--- src/sv/fncl_pkg.sv ---
package fncl_pkg;

	localparam int FUNC_W       = 2;
	localparam int CLUSTER_W    = 28;
	localparam int CACHE_ADDR_W = 11;
	localparam int BYTE_W       = 8;
	localparam int SECTOR_W     = 21;
	localparam int NEXT_W       = 32;
	localparam int FAT_TYPE_W   = 2;

	// byte offset of a FAT32 entry reaches cluster*4
	localparam int OFF_W       = CLUSTER_W + 2;
	localparam int CACHE_SPAN  = 1 << CACHE_ADDR_W;
	localparam int QUEUE_DEPTH = 4;

	localparam logic [FUNC_W-1:0] FUNC_LOOKUP = 2'd0;
	localparam logic [FUNC_W-1:0] FUNC_FILL   = 2'd1;
	localparam logic [FUNC_W-1:0] FUNC_SET    = 2'd2;

	localparam logic [FAT_TYPE_W-1:0] FAT_12 = 2'd0;
	localparam logic [FAT_TYPE_W-1:0] FAT_16 = 2'd1;

	localparam logic [11:0] EOC_12 = 12'hFF8;
	localparam logic [15:0] EOC_16 = 16'hFFF8;
	localparam logic [27:0] EOC_32 = 28'hFFFFFF8;
	localparam logic [NEXT_W-1:0] EXT_12 = 32'hFFFFF000;
	localparam logic [NEXT_W-1:0] EXT_16 = 32'hFFFF0000;
	localparam logic [NEXT_W-1:0] EXT_32 = 32'hF0000000;

	typedef struct packed {
		logic [FUNC_W-1:0]       func;
		logic [CLUSTER_W-1:0]    cluster;
		logic [CACHE_ADDR_W-1:0] cache_addr;
		logic [BYTE_W-1:0]       fill_byte;
		logic [SECTOR_W-1:0]     window_sector;
	} req_t;

	typedef struct packed {
		logic                hit;
		logic [NEXT_W-1:0]   next_cluster;
		logic [SECTOR_W-1:0] need_sector;
	} rsp_t;

	typedef enum logic [1:0] {
		OP_LOOKUP = 2'd0,
		OP_FILL   = 2'd1,
		OP_SET    = 2'd2
	} op_kind_t;

	typedef struct packed {
		op_kind_t                kind;
		logic [FAT_TYPE_W-1:0]   fat;
		logic [OFF_W-1:0]        off;
		logic [OFF_W:0]          off_end;
		logic                    odd;
		logic [CACHE_ADDR_W-1:0] addr;
		logic [BYTE_W-1:0]       data;
		logic [SECTOR_W-1:0]     sector;
	} op_t;

endpackage

--- src/sv/fncl_front.sv ---
module fncl_front
	import fncl_pkg::*;
#(
	parameter int STORE_BYTES = 2048
) (
	input  req_t                  req,
	input  logic                  req_valid,
	output logic                  req_ready,
	input  logic [FAT_TYPE_W-1:0] fat_type,
	input  logic                  queue_full,
	output logic                  push,
	output op_t                   push_op
);

	logic             keep;
	logic [OFF_W-1:0] clus_w;
	logic [OFF_W-1:0] off;
	logic [2:0]       span;

	assign req_ready = !queue_full;
	assign clus_w    = OFF_W'(req.cluster);

	// entry offset: 1.5, 2 or 4 bytes per cluster
	always_comb begin
		unique case (fat_type)
			FAT_12: begin
				off  = clus_w + (clus_w >> 1);
				span = 3'd2;
			end
			FAT_16: begin
				off  = clus_w << 1;
				span = 3'd2;
			end
			default: begin
				off  = clus_w << 2;
				span = 3'd4;
			end
		endcase
	end

	// drop undefined functions and fills that land past the store
	always_comb begin
		push_op.fat     = fat_type;
		push_op.off     = off;
		push_op.off_end = (OFF_W + 1)'(off) + (OFF_W + 1)'(span);
		push_op.odd     = req.cluster[0];
		push_op.addr    = req.cache_addr;
		push_op.data    = req.fill_byte;
		push_op.sector  = req.window_sector;
		unique case (req.func)
			FUNC_LOOKUP: begin
				keep         = 1'b1;
				push_op.kind = OP_LOOKUP;
			end
			FUNC_FILL: begin
				keep         = (32'(req.cache_addr) < 32'(STORE_BYTES));
				push_op.kind = OP_FILL;
			end
			FUNC_SET: begin
				keep         = 1'b1;
				push_op.kind = OP_SET;
			end
			default: begin
				keep         = 1'b0;
				push_op.kind = OP_LOOKUP;
			end
		endcase
	end

	assign push = req_valid && req_ready && keep;

endmodule

--- config.mk ---
export PLATFORM = sky130hd
export DESIGN_NAME = fncl_front
export DESIGN_NICKNAME = d
export VERILOG_FILES = /design/src/sv/fncl_pkg.sv /design/src/sv/fncl_front.sv
export SDC_FILE = /design/constraint.sdc
export NUM_CORES = 1
export LEC_CHECK = 0
export BUFFER_PORTS_ARGS = -buffer_cell sky130_fd_sc_hd__clkbuf_2
export CAP_MARGIN = 25
export CORE_MARGIN = 10
export CORE_UTILIZATION = 53
export DETAILED_ROUTE_END_ITERATION = 8
export PLACE_DENSITY = 0.9
export SYNTH_ARGS = -nofsm -noshare
export SYNTH_HDL_FRONTEND = slang
export SYNTH_SLANG_ARGS = --single-unit
--- constraint.sdc ---
create_clock -name vclk -period 8.9
set_clock_uncertainty 0.2 [all_clocks]
set_input_delay 0.445 -clock vclk [all_inputs]
set_output_delay 0.445 -clock vclk [all_outputs]
set_load 0.05 [all_outputs]
==> results.toml <==
[sta]
setup_viol = 0
setup_tns_ns = 0
relSlewSlack_pct = 35.8
fin_crit_ns = 4.88
drv_slew = 0
max_slew.worst_pin.slew_ns = 0.964
hold_violations = 0
post-route-period-util_pct = 54.8
rsz0062_at_grt = "false"
fmax_ghz = 0.205

[final_layout]
seqCellArea_um2 = 0
syn_to_final_growth_pct = 4.28
antenna_cells = 0
clock_buffers = 0
layout-drive-gt1-share_pct = 24.0
final_common_cell = "clkbuf_2"
fillCellCount = 644
finalNetCount = 673
design.seq.count = 0
final_cell_mix = "102 x clkbuf_2, 52 x nand2_1, 46 x nor2_1"
final_cell_area_um2 = 3780

[worst_setup_path]
arrival_ns = 4.23
worst_path_max_delay_cell = "clkbuf_2"
crit_path_frequent_cell = "clkbuf_2"
worstSetupPathType = "primary input to output port"
required_ns = 8.26
path_cells = "clkbuf_2 -> inv_1 -> nand2_1 -> o221ai_1 -> a31oi_1 -> and3_1 -> nand4_2 -> nor4b_4 -> and4_1 -> xor2_1 -> clkbuf_2"
crit_fanout = 47
critPathTopFamily = "simple AND/OR/NAND/NOR gates"
critPathBufInv = 3
cpPeakStageDelay_ns = 0.71
end_kind = "output port"
start_kind = "primary input"

[placed_design]
portBuffers = 102
routabilityCongestion = 0.992
dp_hpwl_um = 9990
placed_cell_area_um2 = 3780

[global_route]
grtUsageTotal_pct = 21.6
grt_start_max_net_pins = 48
grt_pass1_wl_um = 19400
antenna_found_initial = 0
gr-total-overflow = 0
grt_pass1_vias = 4130

[cts]
cts_resized = 0
post-cts-setup-buffers = 0
holdBufCountCts = 0

[synth]
syn_nets = 642
synth.area.top_cells = "ha_1 10%, buf_4 9.1%, xnor2_1 6.5%"
syn-mean-instance-area_um2 = 6.73
yosys.area.top_type = "ha_1"
seq_area_frac_synth_pct = 0
ys_warn_count = 0
synth_top_area_share_pct = 10.0
syn_area_um2 = 3620
netlist_instances = 538
synth_cell_types = 72

[worst_hold_path]
hp-class = "primary input to output port"

[routing]
vias = 4265
dr.pass1.iters = 5
post_drt_wl_per_cell_um = 18.6
ant_nets = 0
drtIter0Drc = 399
vias_per_cell = 6.59
drc = 0
wl_um = 12000

[outcome]
status = "finished, final reports clean"

[power]
cellPowerDensity_nw_per_um2 = 106
power.total_uw = 401
vdd_drop_max_mv = 0.0728
power.leakage_uw = 0.00168

[floorplan]
ios = 182
fp-row-count = 30
dieHeight_um = 103
start_util_pct = 53.9
die_width_um = 103
coreArea_um2 = 6720
dieArea_um2 = 10500

[run]
maxCapViolCount = 0
## area by class of cell
class / instances / area [µm²] / share of cell area, %
Multi-Input combinational cell: 441 / 3070 / 81.3
Timing Repair Buffer: 103 / 518 / 13.7
Tap cell: 80 / 100 / 2.65
Inverter: 23 / 86.3 / 2.29
## synth_stat cells (4+ instances only)
| master | number |
|---|---|
| a211oi_1 | 7 |
| a21o_1 | 10 |
| a21oi_1 | 31 |
| a221oi_1 | 5 |
| a22oi_1 | 4 |
| a31oi_1 | 6 |
| and2_1 | 6 |
| and3_1 | 13 |
| buf_2 | 16 |
| buf_4 | 44 |
| clkbuf_1 | 12 |
| ha_1 | 29 |
| inv_1 | 23 |
| nand2_1 | 52 |
| nand2b_1 | 6 |
| nand3_1 | 20 |
| nand4_1 | 18 |
| nor2_1 | 46 |
| nor3_1 | 14 |
| nor3b_1 | 8 |
| nor4_1 | 8 |
| o211a_1 | 5 |
| o211ai_1 | 6 |
| o21a_1 | 7 |
| o21ai_0 | 27 |
| o21ai_1 | 4 |
| o22ai_1 | 7 |
| or2_2 | 4 |
| xnor2_1 | 27 |
| xor2_1 | 11 |
## metrics by stage
| stage | worst slack, ns | utilization [%] | hold WS, ns | std cells |
|---|---|---|---|---|
| floorplan | 3.49 | - | 0.857 | 538 |
| global placement | 4.30 | 56.2 | 0.690 | 647 |
| detailed placement | 4.10 | 56.2 | 0.690 | 647 |
| CTS | 4.10 | 56.2 | 0.690 | 647 |
| global route | 3.72 | 56.2 | 0.690 | 647 |
| finish | 4.02 | 56.2 | 0.690 | 647 |
## routing by layer
metal  part of all wire, %  global-route usage, %  vias up  routed length (µm)
met1                    39                   25.8     1937                4720
li1                      -                      -     2007                   -
met4                   5.0                   11.4        0                 603
met5                     0                      0        -                   0
met2                    46                   35.8      267                5500
met3                   9.9                   3.95       54                1190
## final timing paths
path / start / endpoint / slack (ns) / cells past startpoint
worst min-delay path: req[18] / push_op[18] / 0.69 / 0
worst max-delay path: fat_type[1] / push_op[70] / 4.02 / 11
## report_power, final
part | switching [µW] | internal [µW]
sequential | 0 | 0
combinational | 292 | 109
clock | 0 | 0
total | 292 | 109
## cell families (layout without fill, tap and decap cells)
kind of cell,after synthesis,after routing,synth area share (%)
simple gates,217,217,32.2
compound gates,153,153,32.0
xor+xnor,38,38,9.19
mux,3,3,0.898
buf+inv,97,126,15.2
fa+ha+maj,30,30,10.6
No activity file was read; power rests on OpenSTA's default activity.
