[src/sv/fncl_pkg.sv]
package fncl_pkg;

	localparam int FUNC_W       = 2;
	localparam int CLUSTER_W    = 28;
	localparam int CACHE_ADDR_W = 11;
	localparam int BYTE_W       = 8;
	localparam int SECTOR_W     = 21;
	localparam int NEXT_W       = 32;
	localparam int FAT_TYPE_W   = 2;

	// byte offset of a FAT32 entry reaches cluster*4
	localparam int OFF_W       = CLUSTER_W + 2;
	localparam int CACHE_SPAN  = 1 << CACHE_ADDR_W;
	localparam int QUEUE_DEPTH = 4;

	localparam logic [FUNC_W-1:0] FUNC_LOOKUP = 2'd0;
	localparam logic [FUNC_W-1:0] FUNC_FILL   = 2'd1;
	localparam logic [FUNC_W-1:0] FUNC_SET    = 2'd2;

	localparam logic [FAT_TYPE_W-1:0] FAT_12 = 2'd0;
	localparam logic [FAT_TYPE_W-1:0] FAT_16 = 2'd1;

	localparam logic [11:0] EOC_12 = 12'hFF8;
	localparam logic [15:0] EOC_16 = 16'hFFF8;
	localparam logic [27:0] EOC_32 = 28'hFFFFFF8;
	localparam logic [NEXT_W-1:0] EXT_12 = 32'hFFFFF000;
	localparam logic [NEXT_W-1:0] EXT_16 = 32'hFFFF0000;
	localparam logic [NEXT_W-1:0] EXT_32 = 32'hF0000000;

	typedef struct packed {
		logic [FUNC_W-1:0]       func;
		logic [CLUSTER_W-1:0]    cluster;
		logic [CACHE_ADDR_W-1:0] cache_addr;
		logic [BYTE_W-1:0]       fill_byte;
		logic [SECTOR_W-1:0]     window_sector;
	} req_t;

	typedef struct packed {
		logic                hit;
		logic [NEXT_W-1:0]   next_cluster;
		logic [SECTOR_W-1:0] need_sector;
	} rsp_t;

	typedef enum logic [1:0] {
		OP_LOOKUP = 2'd0,
		OP_FILL   = 2'd1,
		OP_SET    = 2'd2
	} op_kind_t;

	typedef struct packed {
		op_kind_t                kind;
		logic [FAT_TYPE_W-1:0]   fat;
		logic [OFF_W-1:0]        off;
		logic [OFF_W:0]          off_end;
		logic                    odd;
		logic [CACHE_ADDR_W-1:0] addr;
		logic [BYTE_W-1:0]       data;
		logic [SECTOR_W-1:0]     sector;
	} op_t;

endpackage

[src/sv/fncl_fifo.sv]
module fncl_fifo
	import fncl_pkg::*;
#(
	parameter int DEPTH = 4
) (
	input  logic clk,
	input  logic arst_n,
	input  logic push,
	input  op_t  push_op,
	output logic full,
	input  logic pop,
	output logic head_valid,
	output op_t  head_op
);

	localparam int PTR_W = (DEPTH > 1) ? $clog2(DEPTH) : 1;
	localparam int CNT_W = $clog2(DEPTH + 1);

	op_t              slot_q [DEPTH];
	logic [PTR_W-1:0] wr_ptr_q;
	logic [PTR_W-1:0] rd_ptr_q;
	logic [CNT_W-1:0] count_q;

	assign full       = (count_q == CNT_W'(DEPTH));
	assign head_valid = (count_q != '0);
	assign head_op    = slot_q[rd_ptr_q];

	always_ff @(posedge clk) begin
		if (push) begin
			slot_q[wr_ptr_q] <= push_op;
		end
	end

	always_ff @(posedge clk or negedge arst_n) begin
		if (!arst_n) begin
			wr_ptr_q <= '0;
			rd_ptr_q <= '0;
			count_q  <= '0;
		end else begin
			if (push) begin
				wr_ptr_q <= (wr_ptr_q == PTR_W'(DEPTH - 1)) ? '0 : wr_ptr_q + PTR_W'(1);
			end
			if (pop) begin
				rd_ptr_q <= (rd_ptr_q == PTR_W'(DEPTH - 1)) ? '0 : rd_ptr_q + PTR_W'(1);
			end
			unique case ({push, pop})
				2'b10:   count_q <= count_q + CNT_W'(1);
				2'b01:   count_q <= count_q - CNT_W'(1);
				default: count_q <= count_q;
			endcase
		end
	end

endmodule

[config.mk]
export PLATFORM = sky130hd
export DESIGN_NAME = fncl_fifo
export DESIGN_NICKNAME = d
export VERILOG_FILES = /design/src/sv/fncl_pkg.sv /design/src/sv/fncl_fifo.sv
export SDC_FILE = /design/constraint.sdc
export NUM_CORES = 1
export LEC_CHECK = 0
export ABC_AREA = 1
export BUFFER_PORTS_ARGS = -buffer_cell sky130_fd_sc_hd__buf_2
export CAP_MARGIN = 20
export CORE_UTILIZATION = 45
export CTS_BUF_LIST = sky130_fd_sc_hd__clkbuf_16
export CTS_CLUSTER_SIZE = 25
export DETAILED_ROUTE_END_ITERATION = 10
export HOLD_SLACK_MARGIN = 0.15
export PLACE_DENSITY_LB_ADDON = 0.05
export REMOVE_ABC_BUFFERS = 1
export SLEW_MARGIN = 20
export SYNTH_ARGS = -nofsm -noshare
export SYNTH_HDL_FRONTEND = slang
export SYNTH_SLANG_ARGS = --single-unit
[constraint.sdc]
create_clock -name clk -period 3.96 [get_ports clk]
set_input_delay 0.792 -clock clk [delete_from_list [all_inputs] [get_ports clk]]
set_output_delay 0.792 -clock clk [all_outputs]
set_load 0.02 [all_outputs]
==> results of run 1 <==
-- metrics by stage --
| stage | cell area (µm²) | utilization | total power [W] | hold WS [ns] |
|---|---|---|---|---|
| 2_1_floorplan | 17600 | - | 0.0103 | 0.442 |
| 3_3_place_gp | 19600 | 0.494 | 0.0119 | 0.457 |
| 3_5_place_dp | 19600 | 0.494 | 0.0120 | 0.459 |
| 4_1_cts | 21100 | 0.531 | 0.0162 | 0.399 |
| 5_1_grt | 21100 | 0.531 | 0.0168 | 0.415 |
| 6_report | 21100 | 0.531 | 0.0159 | 0.439 |
-- registers in the layout, summed over array words and instances (netlist names) --
register  flops
rd_ptr_q      2
slot_q      424
count_q       3
wr_ptr_q      2
-- layout make-up --
| type | count | area share |
|---|---|---|
| Timing Repair Buffer | 238 | 0.0662 |
| Clock inverter | 32 | 0.0112 |
| Inverter | 227 | 0.0415 |
| Tap cell | 525 | 0.0311 |
| Multi-Input combinational cell | 561 | 0.180 |
| Clock buffer | 49 | 0.0581 |
| Sequential cell | 431 | 0.612 |
| Antenna cell | 1 | 0.000119 |
-- layout by cell type, fill, tap and decap left out, types with 4 or more instances in the layout --
cell	n
clkinv_2	9
buf_4	8
clkinv_1	10
ha_1	6
inv_4	4
inv_1	230
nand2_1	330
edfxtp_1	424
dfrtp_1	6
o211ai_2	160
bufinv_16	4
clkbuf_16	49
buf_12	12
o211ai_1	52
buf_2	217
-- how the worst max path moves through the flow --
stage                     start  depth (start not counted)          end  slack [ns]
floorplan           rd_ptr_q[0]                          4   head_op[0]       -2.20
global placement    rd_ptr_q[0]                          6  head_op[17]        1.36
detailed placement  rd_ptr_q[0]                          6   head_op[6]        1.33
CTS                 rd_ptr_q[0]                          6   head_op[6]        0.71
global route        rd_ptr_q[0]                          6  head_op[30]        0.60
finish              rd_ptr_q[0]                          6   head_op[6]        0.72
-- per-layer routing --
| layer | wire (µm) | global-route usage |
|---|---|---|
| met4 | 578 | 0.0516 |
| met5 | 55 | 0 |
| met2 | 17400 | 0.296 |
| met3 | 1460 | 0.0360 |
| met1 | 16200 | 0.236 |
-- logic make-up after synthesis --
group	synth area share
DFF	0.713
and+or+nand+nor	0.0699
buffers and inverters	0.0770
AOI/OAI and AO/OA	0.134
adders and majority gates	0.00526
xor gates and xnor gates	0.000484
-- worst max-delay path, cell delays in order (launching register included) --
cell and delay [ns]:
dfrtp_1 0.45, inv_8 0.41, buf_12 0.40, nand2_1 0.12, o211ai_2 0.08, nand2_1 0.10
buf_2 0.17
-- report_power, final --
| group | internal [W] | switching, W | total (W) |
|---|---|---|---|
| combinational | 0.00171 | 0.00389 | 0.00561 |
| clock | 0.00247 | 0.00168 | 0.00415 |
| sequential | 0.00593 | 0.000218 | 0.00615 |
| total | 0.0101 | 0.00579 | 0.0159 |
-- cell usage after synthesis, drive strengths merged --
library cell / number
buf: 57
clkbuf: 14
edfxtp: 424
dfrtp: 7
xnor2: 1
nor2: 1
a21oi: 1
o21ai: 5
o211ai: 212
ha: 6
nand4: 1
inv: 227
nand2: 330
nor3: 1
fa: 1
nand3: 2
-- what timing repair did --
item	4_1_cts	5_1_grt
resized for setup	0	0
setup buffers	0	0
hold buffers	1	0
hold endpoints to repair	7	0
==> flow_summary.toml, run 1 <==
[run_status]
status = "finished, final reports clean"

[drt]
vias_per_cell = 4.79
routed_wl_um = 35800
drtPass1Iterations = 4
ant_nets = 0
drc_errors = 0
vias = 9882
drt_iter0_markers = 377
wire_per_inst_um = 17.3

[die]
ios = 218
die_height_um = 203
initial_core_util = 0.455
std_cell_rows = 73
core-area_um2 = 39700
die-area_um2 = 41000
dieWidth_um = 203

[cells_and_area]
stdcell_count = 2064
regArea_um2 = 12900
final_nets = 1623
fill_cells = 3378
multi_input_area_um2 = 3790
syn_to_final_growth_pct = 16.6
drive_above_1_share = 0.303

[timing]
drv_slew = 0
finClkSkew_ns = 0.0162
hold_viol = 0
post-route-min-period_ns = 3.24
slew_headroom = 0.429
finalWorstSetupSlack_ns = 0.716
tightest_slew_ns = 0.857
finalSetupViolCount = 0
fmax_mhz = 308
timing.final.crit_share = 0.819
rsz0062_at_grt = "no"
fin_setup_tns_ns = 0

[flow_run]
maxCapViolCount = 0

[pwr]
powerDensity_nw_per_um2 = 754
p_leak_nw = 8.67
ir_drop_uv = 541

[place]
portBuffers = 217
dp_cells = 1981
dp_slack_ns = 1.33
dp_hpwl_um = 20400
gp_congestion = 0.716

[yosys]
synth.top_cell.area_share = 0.704
synth-seq-area-share = 0.713
synth_top_area_cell = "edfxtp_1"
synth_cells = 1290
syn_area_um2 = 18100
syn_area_per_cell_um2 = 14.0
ys_ff_latch = 431
synthTopCellsByArea = "edfxtp_1 (70%), o211ai_2 (11%), nand2_1 (6.8%)"
yosys_warnings = 0
synth_cell_type_count = 22

[grt]
grt_usage = 0.178
grt_max_degree = 108
grt_pass1_vias = 9829
grt_remaining_overflow = 0
grt_pass1_wl_um = 56000
antenna_found_initial = 4

[worst_setup_path]
worstPathMaxFanout = 85
cp-end-kind = "output pin"
crit_type = "flop to output pin"
cp.required_ns = 3.17
cp-start-kind = "flop"
rr_worst_depth = 5
critPathArrivalTime_ns = 2.45
regToRegEndpoint = "slot_q[1][10]"
r2r_slack_ns = 1.90
r2r-start = "wr_ptr_q[1]"

[min_path]
min_from = "push_op[92]"
holdPathEnd = "slot_q[3][92]"
hold_path.class = "input port to flop"
min_path_cells = 1

[clock_network]
cts_tree = "built"
ctsLongestPathBuffers = 3
cts_made_buffers = 47
cts-root-buf = "clkbuf_16"
insertion_delay_ns = 0.56
clkTransAtPathRegs_ns = 0.06
htree_levels = 2
clock_sink_count = 431
Note: power is estimated with default switching activity, not from simulation.
==> inputs of run 2 (changes only) <==
==> constraint.sdc (replaced) <==
create_clock -name clk -period 3 [get_ports clk]
set_input_delay 0.6 -clock clk [delete_from_list [all_inputs] [get_ports clk]]
set_output_delay 0.6 -clock clk [all_outputs]
set_load 0.02 [all_outputs]
==> flow_summary.toml, run 2 (synthesis results as in run 1) <==
[pwr]
p_leak_nw = 8.73
p_total_w = 0.0209
ir_drop_uv = 726
powerDensity_nw_per_um2 = 988

[cells_and_area]
final_cell_mix = "edfxtp_1 (424), nand2_1 (330), inv_1 (237)"
regMostFlops = "slot_q"
largest_reg_flops = 424
final_nets = 1635
syn_to_final_growth_pct = 17.1
drive_above_1_share = 0.303
num_antenna_cells = 0
top_regs = "slot_q: 424 flops, count_q: 3 flops"
final_common_cell = "edfxtp_1"

[drt]
vias = 10000
drtPass1Iterations = 5
routed_wl_um = 36600
drc_errors = 0
vias_per_cell = 4.83
drt_iter0_markers = 371
ant_nets = 0
wire_per_inst_um = 17.6

[worst_setup_path]
cp-end-kind = "output pin"
crit_family = "buffers and inverters"
cp-start-kind = "flop"
worstPathMaxFanout = 107
cpMaxStageDelayCell = "buf_12"
critPathArrivalTime_ns = 2.21
crit_path_cell_trace = "buf_12, o211ai_2, nand2_1, buf_2"
startpoint = "rd_ptr_q[1]"
r2r-start = "wr_ptr_q[0]"
cp.required_ns = 2.40
critical_path.max_stage_delay_ns = 0.62
crit_buf_inv = 2
crit_type = "flop to output pin"

[timing]
finClkSkew_ns = 0.0133
fin_setup_tns_ns = 0
rsz0062_at_grt = "no"
fmax_mhz = 356
drv_slew = 0
post-route-min-period_ns = 2.81
tightest_slew_ns = 0.847
slew_headroom = 0.435
hold_viol = 0
hold_ws_ns = 0.250
timing.final.crit_share = 0.936
finalSetupViolCount = 0

[grt]
antenna_found_initial = 3
grt_max_degree = 108
grt_pass1_vias = 10000
grt_usage = 0.181
grt_remaining_overflow = 0
grt_pass1_wl_um = 56600

[place]
portBuffers = 217
gp_congestion = 0.714
dp_hpwl_um = 21400

[clock_network]
clock_sink_count = 431
cts_tree = "built"
htree_levels = 2
clkTransAtPathRegs_ns = 0.06
cts_made_buffers = 48
ctsLongestPathBuffers = 3
cts-root-buf = "clkbuf_16"
insertion_delay_ns = 0.56

[die]
dieWidth_um = 203
std_cell_rows = 73
die-area_um2 = 41000
die_height_um = 203
core-area_um2 = 39700
initial_core_util = 0.455
ios = 218

[run_status]
status = "finished, final reports clean"

[min_path]
hold_path.class = "input port to flop"
min_from = "push_op[22]"

[flow_run]
maxCapViolCount = 0
## run 2: per-layer routing
layer / global-route usage / share of wire
met1: 0.239 / 0.45
met2: 0.301 / 0.49
met3: 0.0350 / 0.045
met4: 0.0561 / 0.017
met5: 0 / 0.0011
## run 2: area by class of cell
| type | count | area (µm²) |
|---|---|---|
| Fill cell | 3402 | 18500 |
| Sequential cell | 431 | 12900 |
| Multi-Input combinational cell | 561 | 3790 |
| Timing Repair Buffer | 249 | 1580 |
| Clock buffer | 49 | 1230 |
| Inverter | 227 | 880 |
| Tap cell | 525 | 657 |
| Clock inverter | 31 | 148 |
## run 2: power breakdown
part,switching [W],leakage [nW],total (W),internal [W]
combinational,0.00519,4.02,0.00761,0.00241
clock,0.00220,0.735,0.00520,0.00299
sequential,0.000295,3.98,0.00812,0.00783
total,0.00769,8.73,0.0209,0.0132
## run 2: metrics by stage
| step | cells | setup slack (ns) | util | area, µm² |
|---|---|---|---|---|
| floorplan | 1219 | -2.96 | - | 17600 |
| global placement | 1992 | 0.707 | 0.498 | 19800 |
| detailed placement | 1992 | 0.679 | 0.498 | 19800 |
| CTS | 2073 | 0.0640 | 0.533 | 21200 |
| global route | 2073 | 0.0296 | 0.533 | 21200 |
| finish | 2073 | 0.192 | 0.533 | 21200 |
## run 2: worst paths after layout
kind / to / slack (ns) / cells after the start
worst max-delay path: head_op[45] / 0.19 / 4
worst max register to register: slot_q[2][59] / 1.10 / 5
min in group asynchronous: count_q[2] / 0.42 / 2
worst min-delay path: slot_q[2][22] / 0.25 / 1
max in group asynchronous: rd_ptr_q[1] / 2.37 / 2
worst min register to register: count_q[2] / 0.50 / 2
## run 2: repair_timing
| action | CTS | global route |
|---|---|---|
| endpoints found under the hold margin | 7 | 0 |
| hold buffers | 1 | 0 |
| gates resized for setup | 0 | 1 |
| setup endpoints to repair | 0 | 1 |
| setup buffers | 0 | 0 |
## run 2: worst reg2reg max path: cells and delay by family (launching register included)
family,cells,cell delay [ns]
fa+ha+maj,1,0.15
buf+inv,3,0.95
flops,1,0.42
simple gates,1,0.08
==> inputs of run 3 (changes only) <==
--- a/config.mk
+++ b/config.mk
@@ -8,12 +8,12 @@
 export ABC_AREA = 1
 export BUFFER_PORTS_ARGS = -buffer_cell sky130_fd_sc_hd__buf_2
 export CAP_MARGIN = 20
-export CORE_UTILIZATION = 45
+export CORE_UTILIZATION = 40
 export CTS_BUF_LIST = sky130_fd_sc_hd__clkbuf_16
 export CTS_CLUSTER_SIZE = 25
 export DETAILED_ROUTE_END_ITERATION = 10
 export HOLD_SLACK_MARGIN = 0.15
-export PLACE_DENSITY_LB_ADDON = 0.05
+export PLACE_DENSITY_LB_ADDON = 0.1
 export REMOVE_ABC_BUFFERS = 1
 export SLEW_MARGIN = 20
 export SYNTH_ARGS = -nofsm -noshare
==> flow_summary.toml, run 3 (synthesis results as in run 1) <==
[timing]
fmax_mhz = 353
drv_slew = 0
post-route-min-period_ns = 2.84
rsz0062_at_grt = "no"
hold_viol = 0
timing.final.crit_share = 0.945
finalSetupViolCount = 0
slew_headroom = 0.633
tightest_slew_ns = 0.551
hold_ws_ns = 0.248
finClkSkew_ns = 0.0124

[clock_network]
insertion_delay_ns = 0.56
htree_levels = 2
clkTransAtPathRegs_ns = 0.06
cts-root-buf = "clkbuf_16"
postCtsSetupBuffers = 0
cts_resized = 0
cts_tree = "built"
clock_sink_count = 431
cts_made_buffers = 47
ctsLongestPathBuffers = 3
postCtsHoldBufs = 1

[drt]
wl_met2_um = 17100
vias_per_cell = 4.68
routed_wl_um = 37000
drc_errors = 0
wire_per_inst_um = 17.3
drtPass1Iterations = 5
wirelength_met1_um = 17100
vias = 10000
dr_wl_met3_um = 1990
ant_nets = 0
dr.max_layer_used = "met5"
drt_iter0_markers = 506

[min_path]
hold_path.class = "input port to flop"
min_path_cells = 1

[cells_and_area]
largest_reg_flops = 424
regMostFlops = "slot_q"
final_cell_mix = "edfxtp_1 (424), nand2_1 (330), inv_1 (234)"
final_nets = 1627
top_regs = "slot_q: 424 flops, count_q: 3 flops"
drive_above_1_share = 0.303
design_area_um2 = 21200
fill_cells = 3986
syn_to_final_growth_pct = 17.2
post-route-util = 0.477
final_common_cell = "edfxtp_1"

[place]
dp_hpwl_um = 21300
gp_congestion = 0.733
place_area_um2 = 19800
portBuffers = 217

[grt]
grt_pass1_wl_um = 57500
grt_usage = 0.163
antenna_found_initial = 5
grt_remaining_overflow = 0
grt_pass1_vias = 9922
grt_max_degree = 93

[pwr]
ir_drop_uv = 575
p_leak_nw = 8.69
powerDensity_nw_per_um2 = 985

[worst_setup_path]
cp.required_ns = 2.40
rr_worst_depth = 5
critPathArrivalTime_ns = 2.24
crit_type = "flop to output pin"
worstPathMaxFanout = 92
cp-start-kind = "flop"
r2r_slack_ns = 1.14
cp-end-kind = "output pin"

[run_status]
status = "finished, final reports clean"

[die]
die_height_um = 215
std_cell_rows = 77
ios = 218
core-area_um2 = 44400
initial_core_util = 0.407
dieWidth_um = 215
die-area_um2 = 46100

[flow_run]
maxCapViolCount = 0
run 3: cell types whose count changed in the layout (fill, tap and decap cells not counted):
| cell | previous run | this run |
|---|---|---|
| inv_6 | 1 | 0 |
| clkinv_2 | 4 | 10 |
| clkinv_8 | 1 | 0 |
| buf_4 | 11 | 8 |
| inv_8 | 0 | 1 |
| inv_4 | 4 | 5 |
| clkinv_1 | 10 | 13 |
| diode_2 | 0 | 1 |
| inv_1 | 237 | 234 |
| buf_12 | 20 | 16 |
run 3: final cells by class:
cell class	count	area [µm²]	area share
Sequential cell	431	12900	0.609
Multi-Input combinational cell	561	3790	0.179
Timing Repair Buffer	242	1480	0.0697
Clock buffer	49	1230	0.0578
Inverter	227	872	0.0411
Tap cell	592	741	0.0349
Clock inverter	37	178	0.00838
Antenna cell	1	2.50	0.000118
run 3: where the power goes:
group | switching (W) | total [W] | internal, W
Sequential | 0.000296 | 0.00813 | 0.00783
Clock | 0.00224 | 0.00525 | 0.00301
Combinational | 0.00518 | 0.00750 | 0.00233
Total | 0.00771 | 0.0209 | 0.0132
run 3: path summary, 6_finish.rpt:
path	start	endpoint
max in group asynchronous	arst_n	rd_ptr_q[1]
worst max register to register	wr_ptr_q[0]	slot_q[2][83]
min in group asynchronous	arst_n	count_q[0]
worst min register to register	count_q[2]	count_q[2]
worst max-delay path	rd_ptr_q[0]	head_op[11]
worst min-delay path	push_op[89]	slot_q[2][89]
run 3: routing by layer:
layer  up-vias  global-route usage
met5         -                   0
met4         8              0.0521
met3        69              0.0414
met2       194               0.258
met1      4792               0.219
li1       4947                   -
run 3: stage by stage:
| stage | setup WS, ns | instances | total power (W) | setup TNS, ns |
|---|---|---|---|---|
| floorplan | -2.96 | 1219 | 0.0134 | -384.24 |
| global placement | 0.812 | 2052 | 0.0159 | 0 |
| detailed placement | 0.764 | 2052 | 0.0160 | 0 |
| CTS | 0.141 | 2139 | 0.0213 | 0 |
| global route | 0.00272 | 2140 | 0.0222 | 0 |
| finish | 0.165 | 2140 | 0.0209 | 0 |
run 3: worst max-delay path, stage by stage, from the launching register on:
cell and delay [ns]:
dfrtp_1 0.45, inv_8 0.26, buf_12 0.42, nand2_1 0.14
o211ai_2 0.09, nand2_1 0.09, buf_2 0.17
